<file path="src/ipv4_fwd_pkg.sv">
// Shared types and constants for the IPv4 forwarding header engine.
// No dependencies.
package ipv4_fwd_pkg;

   typedef enum logic [1:0] {
      ST_IDLE,
      ST_WALK,
      ST_DONE
   } state_type;

   // Item opcodes
   localparam logic OP_ROUTE_WRITE = 1'b0;
   localparam logic OP_HEADER_WORD = 1'b1;

   // Result status codes
   localparam logic [1:0] STATUS_FORWARD  = 2'd0;
   localparam logic [1:0] STATUS_LOCAL    = 2'd1;
   localparam logic [1:0] STATUS_NO_ROUTE = 2'd2;

   // Header word positions
   localparam logic [4:0] WORD_TTL    = 5'd4;
   localparam logic [4:0] WORD_CSUM   = 5'd5;
   localparam logic [4:0] WORD_DST_HI = 5'd8;
   localparam logic [4:0] WORD_DST_LO = 5'd9;
   localparam logic [4:0] COUNT_MAX   = 5'd31;

   localparam logic [15:0] TTL_DEC   = 16'h0100;
   localparam logic [15:0] ONES_MASK = 16'hffff;

   typedef struct packed {
      logic [31:0] gateway;
      logic [31:0] mask;
      logic [31:0] net;
      logic [7:0]  iface;
   } route_entry_type;

endpackage

</file>
<file path="src/ipv4_forward_header_engine_core.sv">
// IPv4 forwarding header engine: route table memory, header checksum update, route walk.
// Depends on ipv4_fwd_pkg.
//
// Route writes and non-final header words are accepted back to back. The final
// header word starts a walk of the route table, which lives in a memory with one
// write port and a registered read port: one entry is read per cycle, and the walk
// reads the valid entries up to the first invalid one, at most ROUTE_ENTRIES of
// them. The input is stalled during the walk and until its result is loaded.
// The result sits in an output register, so new route writes and header words are
// taken while it waits for its transfer; a finished walk waits only if the
// previous result is still held. The valid bits are flip-flops cleared by reset;
// no clearing pass is needed.
module ipv4_forward_header_engine_core #(
   parameter int ROUTE_ENTRIES = 16
) (
   input  logic        clock,
   input  logic        reset,
   input  logic        req_valid,
   output logic        req_stall,
   input  logic        req_op,
   input  logic [3:0]  req_entry_index,
   input  logic [31:0] req_iface_addr,
   input  logic [31:0] req_iface_mask,
   input  logic [7:0]  req_iface_id,
   input  logic [15:0] req_header_word,
   input  logic        req_last_word,
   output logic        rsp_valid,
   input  logic        rsp_stall,
   output logic [1:0]  rsp_status,
   output logic        rsp_ttl_was_zero,
   output logic [7:0]  rsp_new_ttl,
   output logic [15:0] rsp_new_checksum,
   output logic [7:0]  rsp_out_iface,
   output logic [31:0] rsp_dest_addr
);

   localparam int AW = (ROUTE_ENTRIES > 1) ? $clog2(ROUTE_ENTRIES) : 1;
   localparam int CW = $clog2(ROUTE_ENTRIES + 1);
   localparam logic [CW-1:0] NUM_ENT = CW'(ROUTE_ENTRIES);

   ipv4_fwd_pkg::route_entry_type route_mem [ROUTE_ENTRIES];
   ipv4_fwd_pkg::route_entry_type rd_entry_ff;
   ipv4_fwd_pkg::route_entry_type wr_entry;

   ipv4_fwd_pkg::state_type state_ff, state_in;

   logic [ROUTE_ENTRIES-1:0] valid_ff, valid_in;
   logic [4:0]  word_cnt_ff, word_cnt_in;
   logic [16:0] sum_ff, sum_in;
   logic [7:0]  ttl_ff, ttl_in;
   logic [31:0] dest_ff, dest_in;
   logic [15:0] csum_ff, csum_in;

   logic [CW-1:0] walk_idx_ff, walk_idx_in;
   logic          pend_ff, pend_in;
   logic          local_ff, local_in;
   logic          found_ff, found_in;
   logic [7:0]    iface_ff, iface_in;

   logic        rsp_valid_ff, rsp_valid_in;
   logic [1:0]  status_ff, status_in;
   logic        zero_ff, zero_in;
   logic [7:0]  new_ttl_ff, new_ttl_in;
   logic [15:0] new_csum_ff, new_csum_in;
   logic [7:0]  out_iface_ff, out_iface_in;
   logic [31:0] out_dest_ff, out_dest_in;
   logic        out_load;

   logic          req_xfer;
   logic          tbl_we;
   logic [AW-1:0] tbl_addr;
   logic          issue;
   logic          in_range;
   logic [15:0]   w_adj;
   logic [17:0]   sum_wide;
   logic [16:0]   sum_fold;

   assign req_stall = (state_ff != ipv4_fwd_pkg::ST_IDLE);
   assign req_xfer  = req_valid && !req_stall;
   assign tbl_addr  = AW'(req_entry_index);
   assign wr_entry  = '{gateway: req_iface_addr, mask: req_iface_mask,
                        net: req_iface_addr & req_iface_mask, iface: req_iface_id};
   assign in_range  = (walk_idx_ff < NUM_ENT);
   assign issue     = (state_ff == ipv4_fwd_pkg::ST_WALK) && in_range
                      && valid_ff[walk_idx_ff[AW-1:0]];
   assign sum_fold  = 17'(sum_ff[15:0]) + 17'(sum_ff[16]);

   always_comb begin
      state_in     = state_ff;
      valid_in     = valid_ff;
      word_cnt_in  = word_cnt_ff;
      sum_in       = sum_ff;
      ttl_in       = ttl_ff;
      dest_in      = dest_ff;
      csum_in      = csum_ff;
      walk_idx_in  = walk_idx_ff;
      pend_in      = 1'b0;
      local_in     = local_ff;
      found_in     = found_ff;
      iface_in     = iface_ff;
      rsp_valid_in = rsp_valid_ff && rsp_stall;
      status_in    = ipv4_fwd_pkg::STATUS_LOCAL;
      zero_in      = 1'b0;
      new_ttl_in   = ttl_ff;
      new_csum_in  = csum_ff;
      out_iface_in = '0;
      out_dest_in  = dest_ff;
      out_load     = 1'b0;
      tbl_we       = 1'b0;
      w_adj        = req_header_word;
      sum_wide     = 18'(sum_ff) + 18'(w_adj);

      unique case (state_ff)
         ipv4_fwd_pkg::ST_IDLE: begin
            if (req_xfer && req_op == ipv4_fwd_pkg::OP_ROUTE_WRITE) begin
               if (32'(req_entry_index) < ROUTE_ENTRIES) begin
                  tbl_we   = 1'b1;
                  valid_in[tbl_addr] = 1'b1;
               end
            end else if (req_xfer) begin
               if (word_cnt_ff == ipv4_fwd_pkg::WORD_TTL) begin
                  ttl_in = req_header_word[15:8];
                  if (req_header_word[15:8] != 8'd0) begin
                     w_adj = req_header_word - ipv4_fwd_pkg::TTL_DEC;
                  end
               end else if (word_cnt_ff == ipv4_fwd_pkg::WORD_CSUM) begin
                  csum_in = req_header_word;
                  w_adj   = '0;
               end else if (word_cnt_ff == ipv4_fwd_pkg::WORD_DST_HI) begin
                  dest_in[31:16] = req_header_word;
               end else if (word_cnt_ff == ipv4_fwd_pkg::WORD_DST_LO) begin
                  dest_in[15:0] = req_header_word;
               end
               // end-around carry folded after every word
               sum_wide = 18'(sum_ff) + 18'(w_adj);
               sum_in   = 17'(sum_wide[15:0]) + 17'(sum_wide[17:16]);
               if (word_cnt_ff != ipv4_fwd_pkg::COUNT_MAX) begin
                  word_cnt_in = word_cnt_ff + 5'd1;
               end
               if (req_last_word) begin
                  state_in    = ipv4_fwd_pkg::ST_WALK;
                  walk_idx_in = '0;
                  local_in    = 1'b0;
                  found_in    = 1'b0;
                  iface_in    = '0;
               end
            end
         end
         ipv4_fwd_pkg::ST_WALK: begin
            pend_in = issue;
            if (issue) begin
               walk_idx_in = walk_idx_ff + CW'(1);
            end
            // evaluate the entry read in the previous cycle
            if (pend_ff) begin
               if (rd_entry_ff.gateway == dest_ff) begin
                  local_in = 1'b1;
               end
               if (!found_ff && ((dest_ff & rd_entry_ff.mask) == rd_entry_ff.net)) begin
                  found_in = 1'b1;
                  iface_in = rd_entry_ff.iface;
               end
            end
            if (!issue && !pend_ff) begin
               state_in = ipv4_fwd_pkg::ST_DONE;
            end
         end
         ipv4_fwd_pkg::ST_DONE: begin
            if (!local_ff) begin
               zero_in = (ttl_ff == 8'd0);
               if (ttl_ff != 8'd0) begin
                  new_ttl_in  = ttl_ff - 8'd1;
                  new_csum_in = ~sum_fold[15:0] & ipv4_fwd_pkg::ONES_MASK;
               end
               status_in    = found_ff ? ipv4_fwd_pkg::STATUS_FORWARD
                                       : ipv4_fwd_pkg::STATUS_NO_ROUTE;
               out_iface_in = found_ff ? iface_ff : 8'd0;
            end
            if (!rsp_valid_ff || !rsp_stall) begin
               out_load     = 1'b1;
               rsp_valid_in = 1'b1;
               state_in     = ipv4_fwd_pkg::ST_IDLE;
               word_cnt_in  = '0;
               sum_in       = '0;
               ttl_in       = '0;
               dest_in      = '0;
               csum_in      = '0;
            end
         end
         default: begin
            state_in = ipv4_fwd_pkg::ST_IDLE;
         end
      endcase
   end

   // route table memory: one write port, one registered read port
   always_ff @(posedge clock) begin
      if (tbl_we) begin
         route_mem[tbl_addr] <= wr_entry;
      end
      if (issue) begin
         rd_entry_ff <= route_mem[walk_idx_ff[AW-1:0]];
      end
   end

   always_ff @(posedge clock) begin
      if (reset) begin
         state_ff     <= ipv4_fwd_pkg::ST_IDLE;
         valid_ff     <= '0;
         word_cnt_ff  <= '0;
         sum_ff       <= '0;
         ttl_ff       <= '0;
         dest_ff      <= '0;
         csum_ff      <= '0;
         walk_idx_ff  <= '0;
         pend_ff      <= 1'b0;
         local_ff     <= 1'b0;
         found_ff     <= 1'b0;
         iface_ff     <= '0;
         rsp_valid_ff <= 1'b0;
      end else begin
         state_ff     <= state_in;
         valid_ff     <= valid_in;
         word_cnt_ff  <= word_cnt_in;
         sum_ff       <= sum_in;
         ttl_ff       <= ttl_in;
         dest_ff      <= dest_in;
         csum_ff      <= csum_in;
         walk_idx_ff  <= walk_idx_in;
         pend_ff      <= pend_in;
         local_ff     <= local_in;
         found_ff     <= found_in;
         iface_ff     <= iface_in;
         rsp_valid_ff <= rsp_valid_in;
      end
   end

   always_ff @(posedge clock) begin
      if (out_load) begin
         status_ff    <= status_in;
         zero_ff      <= zero_in;
         new_ttl_ff   <= new_ttl_in;
         new_csum_ff  <= new_csum_in;
         out_iface_ff <= out_iface_in;
         out_dest_ff  <= out_dest_in;
      end
   end

   assign rsp_valid        = rsp_valid_ff;
   assign rsp_status       = status_ff;
   assign rsp_ttl_was_zero = zero_ff;
   assign rsp_new_ttl      = new_ttl_ff;
   assign rsp_new_checksum = new_csum_ff;
   assign rsp_out_iface    = out_iface_ff;
   assign rsp_dest_addr    = out_dest_ff;

   // a new result only appears out of the walk's final state
   a_rsp_from_done: assert property (@(posedge clock) disable iff (reset)
      (out_load |-> state_ff == ipv4_fwd_pkg::ST_DONE))
      else $error("result loaded outside of walk completion");

   // a pending read always comes from an issue in the walk state
   a_pend_from_walk: assert property (@(posedge clock) disable iff (reset)
      (pend_ff |-> $past(state_ff == ipv4_fwd_pkg::ST_WALK) && $past(issue)))
      else $error("table read pending without an issue");

   // a walk starts with cleared match flags
   a_walk_start_clear: assert property (@(posedge clock) disable iff (reset)
      (state_ff == ipv4_fwd_pkg::ST_WALK && $past(state_ff == ipv4_fwd_pkg::ST_IDLE)
       |-> !local_ff && !found_ff && !pend_ff && walk_idx_ff == '0))
      else $error("walk started with stale state");

   // a local result never carries an interface or a zero-TTL flag
   a_local_fields: assert property (@(posedge clock) disable iff (reset)
      (rsp_valid_ff && status_ff == ipv4_fwd_pkg::STATUS_LOCAL
       |-> !zero_ff && out_iface_ff == 8'd0))
      else $error("local result with forwarding fields set");

   // packet state is cleared when a result is loaded
   a_packet_cleared: assert property (@(posedge clock) disable iff (reset)
      (out_load |=> word_cnt_ff == 5'd0 && sum_ff == 17'd0))
      else $error("packet state not cleared after result");

endmodule

</file>
<file path="config.mk">
export PLATFORM = sky130hd
export DESIGN_NAME = ipv4_forward_header_engine_core
export DESIGN_NICKNAME = d
export VERILOG_FILES = /design/src/ipv4_fwd_pkg.sv /design/src/ipv4_forward_header_engine_core.sv
export SDC_FILE = /design/constraint.sdc
export NUM_CORES = 2
export LEC_CHECK = 0
export ABC_CLOCK_PERIOD_IN_PS = 11920
export BUFFER_PORTS_ARGS = -buffer_cell sky130_fd_sc_hd__buf_4
export CAP_MARGIN = 25
export CELL_PAD_IN_SITES_DETAIL_PLACEMENT = 0
export CELL_PAD_IN_SITES_GLOBAL_PLACEMENT = 2
export CORE_MARGIN = 2
export CORE_UTILIZATION = 44
export CTS_CLUSTER_SIZE = 14
export DETAILED_ROUTE_END_ITERATION = 16
export PLACE_DENSITY_LB_ADDON = 0.1
export SLEW_MARGIN = 0
export SYNTH_ARGS = -nofsm -noshare
export SYNTH_HDL_FRONTEND = slang
export SYNTH_SLANG_ARGS = --single-unit
</file>
<file path="constraint.sdc">
create_clock -name clock -period 11.92 [get_ports clock]
set_clock_uncertainty 0.2 [all_clocks]
set_input_delay 2.98 -clock clock [delete_from_list [all_inputs] [get_ports clock]]
set_output_delay 2.98 -clock clock [all_outputs]
set_load 0.05 [all_outputs]
</file>
Word level (Yosys, flattened, before mapping). Memory sizes are Yosys's and may differ from the RTL's. A register that Yosys moved wholly into a read port is not among the register bits. Index checks and enable logic that the tools add are counted.

Add/sub/neg operators: 7. Multipliers: 0. Div/mod/pow operators: 0. Magnitude comparators: 4. Equality and inequality tests: 26. Shifts and indexed selects: 0. Multiplexer cells: 80. Bitwise gates (word level): 8. Reduce and logical (&&, ||, !) cells: 36.

Operator list (count): $mux 16 (17); $mux 32 (5); $mux 8 (12); $and 32x32->32 (2); $eq 32x32->1 (2); $pmux 32 s2 (1); $mux 17 (3); $mux 5 (8); $pmux 17 s2 (1); $pmux 16 s2 (1); $pmux 8 s2 (2); $ne 2x2->1 const B (14); $pmux 5 s2 (2); $reduce_and 5->1 (4); $add 17x16->18 (1); $reduce_and 6->1 (3); $add 16x2->17 (1); $mux 1 (17); $add 16x1->16 (1); $not 16->16 (1); $or 16x16->16 (1); $reduce_bool 8->1 (2); $sub 16x9->16 const B (1); $mux 2 (6); other kinds (28) (53).

Register bits after elaboration: 180. Latch bits: 0. Bits in writable memories: 1664. Memory bits (read-only): 0. Input port bits: 98. Output and inout port bits: 69. Word-level logic and storage cells: 182. Memories kept: 1.

Memory list: route_mem (words 16, width 104, rd ports 1, clocked after Yosys merged registers in 1, write ports 1, line ipv4_forward_header_engine_core.sv:41) `ipv4_fwd_pkg::route_entry_type route_mem [ROUTE_ENTRIES];`.

Depth between registers and ports, before layout.
Depth after elaboration: 11. Mapped depth: 23. Depth with buffers taken out: 22.

Worst setup path after synthesis. No wires, ideal clock.

Path kind: input port to flip-flop. Start: in req_valid. End: mem route_mem[0][0] (netlist name), enable pin. Setup time: 698 ps. Arrival: 10427 ps. Data required time: 11022 ps. Setup slack: 595 ps. Stages: 4. Buffers on the path: 0. Cell sequence: nand2_1 nor3_1 nand2b_1 nor3_1.

Cells in the longest elaborated chain, start to end: 6.

Ends and longest elaborated chain: start: declaration (line ipv4_forward_header_engine_core.sv:18) `input logic req_valid,`; $logic_and 1x1->1 (line ipv4_forward_header_engine_core.sv:79) `assign req_xfer = req_valid && !req_stall;`; $logic_and 1x1->1 (line ipv4_forward_header_engine_core.sv:115) `if (req_xfer && req_op == ipv4_fwd_pkg::OP_ROUTE_WRITE) begin`; $mux 1 (line ipv4_forward_header_engine_core.sv:115); $mux 1 (line ipv4_forward_header_engine_core.sv:113) `unique case (state_ff)`; $mux 1 (line ipv4_forward_header_engine_core.sv:198) `if (tbl_we) begin`; $mux 1 (implied by the code) (line ipv4_forward_header_engine_core.sv:199) `route_mem[tbl_addr] <= wr_entry;`; end: declaration (line ipv4_forward_header_engine_core.sv:41).

Every way passes these cells.

Worst setup path in the final report.
Start: in req_header_word[11]. End: reg sum_ff[14].

Cells in the longest elaborated chain, start to end: 11. Elaborated cells on any way between the ends: 13. Classes of those cells: add/sub: 3; mux: 9; reduce/logical: 1.

Ends and longest elaborated chain: start: declaration (line ipv4_forward_header_engine_core.sv:25) `input logic [15:0] req_header_word,`; $sub 16x9->16 or $reduce_bool 8->1 (tied branches) (line ipv4_forward_header_engine_core.sv:124, ipv4_forward_header_engine_core.sv:123); $mux 16 (line ipv4_forward_header_engine_core.sv:123) `if (req_header_word[15:8] != 8'd0) begin`; $mux 16 * (line ipv4_forward_header_engine_core.sv:121) `if (word_cnt_ff == ipv4_fwd_pkg::WORD_TTL) begin`; $mux 16 * (line ipv4_forward_header_engine_core.sv:120) `end else if (req_xfer) begin`; $mux 16 * (line ipv4_forward_header_engine_core.sv:115); $mux 16 * (line ipv4_forward_header_engine_core.sv:113); $add 17x16->18 * (line ipv4_forward_header_engine_core.sv:135) `sum_wide = 18'(sum_ff) + 18'(w_adj);`; $add 16x2->17 * (line ipv4_forward_header_engine_core.sv:136) `sum_in = 17'(sum_wide[15:0]) + 17'(sum_wide[17:16]);`; $mux 17 * (line ipv4_forward_header_engine_core.sv:120); $mux 17 * (line ipv4_forward_header_engine_core.sv:115); $pmux 17 s2 * (line ipv4_forward_header_engine_core.sv:113); end signal: assignment (line ipv4_forward_header_engine_core.sv:225) `sum_ff <= sum_in;`; end: declaration (line ipv4_forward_header_engine_core.sv:49) `logic [16:0] sum_ff, sum_in;`.

Mark *: on every way between the ends. The rest lies on a longest branch, timed or not. The select of a mux whose other input is x is not followed. A chain may end at the register's enable or synchronous reset.

==> results list <==
* Initial antenna violation count: 22
- Setup Total Neg Slack: 0 ns
* Die outline area: around 0.17 sq mm
- TritonCTS clock tree: built
- The number of clock buffers added by TritonCTS is ~200.
- The H-tree generated during clock tree synthesis spans 4 levels.
- Core area: approximately 0.17 sq mm
- TritonRoute pass-1 iters: 5
- Max-capacitance violation count: 0
* Vias in the first global route: between 30000 and 40000
- Sort of element at the start of the critical path: input pin
- Once detail routing completed, the nets flagged for antenna violations numbered 0.
* Number of enable flip-flop cells after synthesis: 1835
- Std cell rows: about 150
- In this run, post-CTS repair resized a total of 0 instances.
- The number of nets handed over by synthesis was 3584.
* Final count of negative-setup-slack endpoints: 0
- In the routed design, unresolved DRC markers number 0.
- Max-slew violations: 0
* Vertical extent of the die: 416 um
* Post-route worst setup slack: 4.66 ns
* Buffer count from post-CTS setup fixing: 0
- Path type of the worst setup path: in2reg
- Proportion of register bits with asynchronous set or reset after synthesis: 0
- The finished layout holds around 6100 standard cells, fillers aside.
- Pre-CTS setup slack: about 4.0 ns
- Synthesized area divided by synthesized cell count: about 22 sq um
- Timing would allow up to ~0.14 GHz.
* Placed cell count: around 5800
* Area grow syn2layout: 14.0%
* Largest cells by area after synthesis: sky130_fd_sc_hd__edfxtp_1, sky130_fd_sc_hd__mux4_2, sky130_fd_sc_hd__dfxtp_1
* # hold bufs at CTS: 0
* Cell with the most instances after synthesis: sky130_fd_sc_hd__edfxtp_1
- Primary flip-flop cell chosen by synthesis mapping: sky130_fd_sc_hd__edfxtp_1
- Along the worst hold path, the cell count comes to 2.
- Clock latency on the worst-skew pair: between 0.8 and 0.9 ns
- Final nets: roughly 3900
* Synthesized netlist cell count: about 3500
* Final Cycle Share: 0.609
* Count of cell types in the netlist: between 70 and 80
- The die is around 420 um wide.
- For the pin with the worst max-slew slack, the measured transition is between 1 and 1.5 ns.
- IR analysis of the VDD net gives a maximum drop of roughly 0.00016 V.
* Data required, critical path: roughly 12 ns
* Average wire per standard cell: between 30 and 40 um
- Max Buffers Root-to-Sink: 3
- By count the netlist is led by sky130_fd_sc_hd__edfxtp_1, sky130_fd_sc_hd__mux4_2, sky130_fd_sc_hd__nor2_1, sky130_fd_sc_hd__nand2_1, sky130_fd_sc_hd__dfxtp_1.
- Across all hold checks on the routed design, the worst slack comes to around 0.25 ns.
- GR Overflow Total: 0
* Shortest period the worst path allows: between 7 and 8 ns
* Routed WL: 194 mm
- Cell count of the worst reg-to-reg path: 22
* Layout cell share with drive strength beyond 1: 0.276
- Power consumption: 14.0 mW
- The flow ran to the end, and the final reports show no timing, DRC or antenna violations.
* Io pins: ~170
* Overall fraction of global-route tracks in use: 0.225
- Measured against its own limit, the worst slew margin works out to 0.276.
- Quantity of I/O buffers inserted on ports: 166
- Data arrives at the worst endpoint at about 7.8 ns.
- Dividing total power by cell area gives a power density of roughly 160 mW/mm^2.
- Number of vias after detailed routing: 35800
- For this configuration, the core starts out at a cell density of 0.443.
- After the first detailed-routing iteration, the DRC count stood at about 4000.
- Area share of the largest cell type after synthesis: 0.736
- The largest total area in the synthesized netlist belongs to sky130_fd_sc_hd__edfxtp_1.
* Final weighted congestion in routability-driven placement: ~0.83
* Warnings, synthesis: 0
- Static leakage: 26.6 nW
- Final count of hold timing violations: 0
* DR vias/cell: a little under 6
- CP max FO: 12
* Pin count of the biggest net entering global routing: 106
- The root buffer cell chosen for the clock tree is sky130_fd_sc_hd__clkbuf_16.
- Worst min-delay path class: reg2reg
- Type of destination of the critical path: flip-flop
- For this run, the register share of the synthesized area comes to 0.767.
- Setup repair after global routing left no endpoint under its margin.
- Summed over all nets, the half-perimeter wirelength after detailed placement is 108 mm.
- Wire length of the first global-routing pass: 275 mm
- Clock-pin slew was measured on the worst setup and hold paths at ~0.060 ns.
* Clock tree sinks: between 1500 and 2000
- In this run, synthesis produced a sequential element count of ~1900.
* Post-synthesis instance area: around 0.075 sq mm
-- routing by layer --
metal	share of wire	vias up	wire, um	GRT usage
met4	0.026	10	4990	0.0632
met2	0.48	1239	94000	0.363
met1	0.43	19300	82600	0.318
li1	-	14900	-	-
met3	0.065	276	12600	0.0401
met5	0.00029	-	57	0
-- power breakdown --
group | switching, mW | internal, mW | leakage, nW
logic | 0.306 | 0.197 | 5.95
clock network | 2.57 | 3.35 | 3.02
registers | 0.0269 | 7.52 | 17.6
total | 2.91 | 11.1 | 26.6
-- sequential cells by signal (all words and copies together), names as in the netlist --
| register | cells |
|---|---|
| rsp_ttl_was_zero | 1 |
| rsp_valid | 1 |
| rsp_dest_addr | 32 |
| iface_ff | 8 |
| rd_entry_ff | 104 |
| state_ff | 2 |
| rsp_out_iface | 8 |
| local_ff | 1 |
| ttl_ff | 8 |
| word_cnt_ff | 5 |
| rsp_new_ttl | 8 |
| route_mem | 1664 |
| valid_ff | 16 |
| sum_ff | 17 |
| dest_ff | 32 |
| walk_idx_ff | 5 |
| found_ff | 1 |
| csum_ff | 16 |
| pend_ff | 1 |
| rsp_status | 2 |
| rsp_new_checksum | 16 |
-- layout by cell type (no fill, tap or decap), types with 12 or more instances in the layout --
master,netlist,routed
sky130_fd_sc_hd__o21ai_0,34,34
sky130_fd_sc_hd__nor4_1,14,14
sky130_fd_sc_hd__clkinv_2,0,35
sky130_fd_sc_hd__clkbuf_16,0,208
sky130_fd_sc_hd__nand3_1,43,43
sky130_fd_sc_hd__edfxtp_1,1835,1835
sky130_fd_sc_hd__clkinv_1,0,54
sky130_fd_sc_hd__nor2_4,0,12
sky130_fd_sc_hd__inv_1,17,15
sky130_fd_sc_hd__and2_1,53,53
sky130_fd_sc_hd__nor3_1,20,16
sky130_fd_sc_hd__mux2i_1,27,27
sky130_fd_sc_hd__clkbuf_1,110,48
sky130_fd_sc_hd__nand2b_1,18,17
sky130_fd_sc_hd__mux4_2,524,524
sky130_fd_sc_hd__nor2_1,138,125
sky130_fd_sc_hd__buf_4,1,230
sky130_fd_sc_hd__xor2_1,76,76
sky130_fd_sc_hd__a21oi_1,65,64
sky130_fd_sc_hd__xnor2_1,31,31
sky130_fd_sc_hd__nand2_1,128,128
sky130_fd_sc_hd__nand4_1,20,20
sky130_fd_sc_hd__and3_1,21,21
sky130_fd_sc_hd__ha_1,30,30
sky130_fd_sc_hd__dfxtp_1,113,109
-- worst paths after layout --
path	endpoint	slack [ns]	from
setup / recovery	sum_ff[14]	4.66	req_header_word[11]
hold / removal	csum_ff[4]	0.25	csum_ff[4]
setup reg to reg	sum_ff[14]	5.92	word_cnt_ff[0]
hold reg to reg	csum_ff[4]	0.25	csum_ff[4]
-- cell families after synthesis --
kind of cell	share of synthesized area
DFF	0.767
and+or+nand+nor	0.0307
xor gates and xnor gates	0.0129
muxes	0.162
adders and majority gates	0.00555
AOI/OAI and AO/OA	0.0133
buffers and inverters	0.00920
-- critical path: stages --
cell                       delay, ns
sky130_fd_sc_hd__buf_4          0.13
sky130_fd_sc_hd__nor2_1         0.24
sky130_fd_sc_hd__nand4_1        0.20
sky130_fd_sc_hd__nand2_1        0.32
sky130_fd_sc_hd__nor2_1         0.07
sky130_fd_sc_hd__o21ai_0        0.14
sky130_fd_sc_hd__o21ai_0        0.16
sky130_fd_sc_hd__ha_1           0.48
sky130_fd_sc_hd__nand2_1        0.11
sky130_fd_sc_hd__nor4b_1        0.53
sky130_fd_sc_hd__o31a_1         0.29
sky130_fd_sc_hd__o21a_1         0.12
sky130_fd_sc_hd__o21ai_0        0.10
sky130_fd_sc_hd__nand4b_1       0.13
sky130_fd_sc_hd__nand3b_1       0.10
sky130_fd_sc_hd__ha_1           0.23
sky130_fd_sc_hd__fa_1           0.44
sky130_fd_sc_hd__and2_1         0.21
sky130_fd_sc_hd__nor4b_2        0.19
sky130_fd_sc_hd__and4_1         0.26
sky130_fd_sc_hd__xor2_1         0.14
sky130_fd_sc_hd__a22o_1         0.18
-- through the flow --
stage,util,instance area (sq um)
6_report,0.505,85300
3_5_place_dp,0.468,79100
5_1_grt,0.504,85300
4_1_cts,0.504,85200
2_1_floorplan,-,74800
3_3_place_gp,0.467,79000
-- final cells by class --
class                           count  area, sq um
Fill cell                       13400        83800
Sequential cell                  1948        57400
Multi-Input combinational cell   1332        16900
Clock buffer                      259         5430
Tap cell                         2218         2780
Timing Repair Buffer              243         2010
Clock inverter                    109          723
Inverter                           18         73.8
Antenna cell                        5         12.5
(Power assumes the default switching activity.)
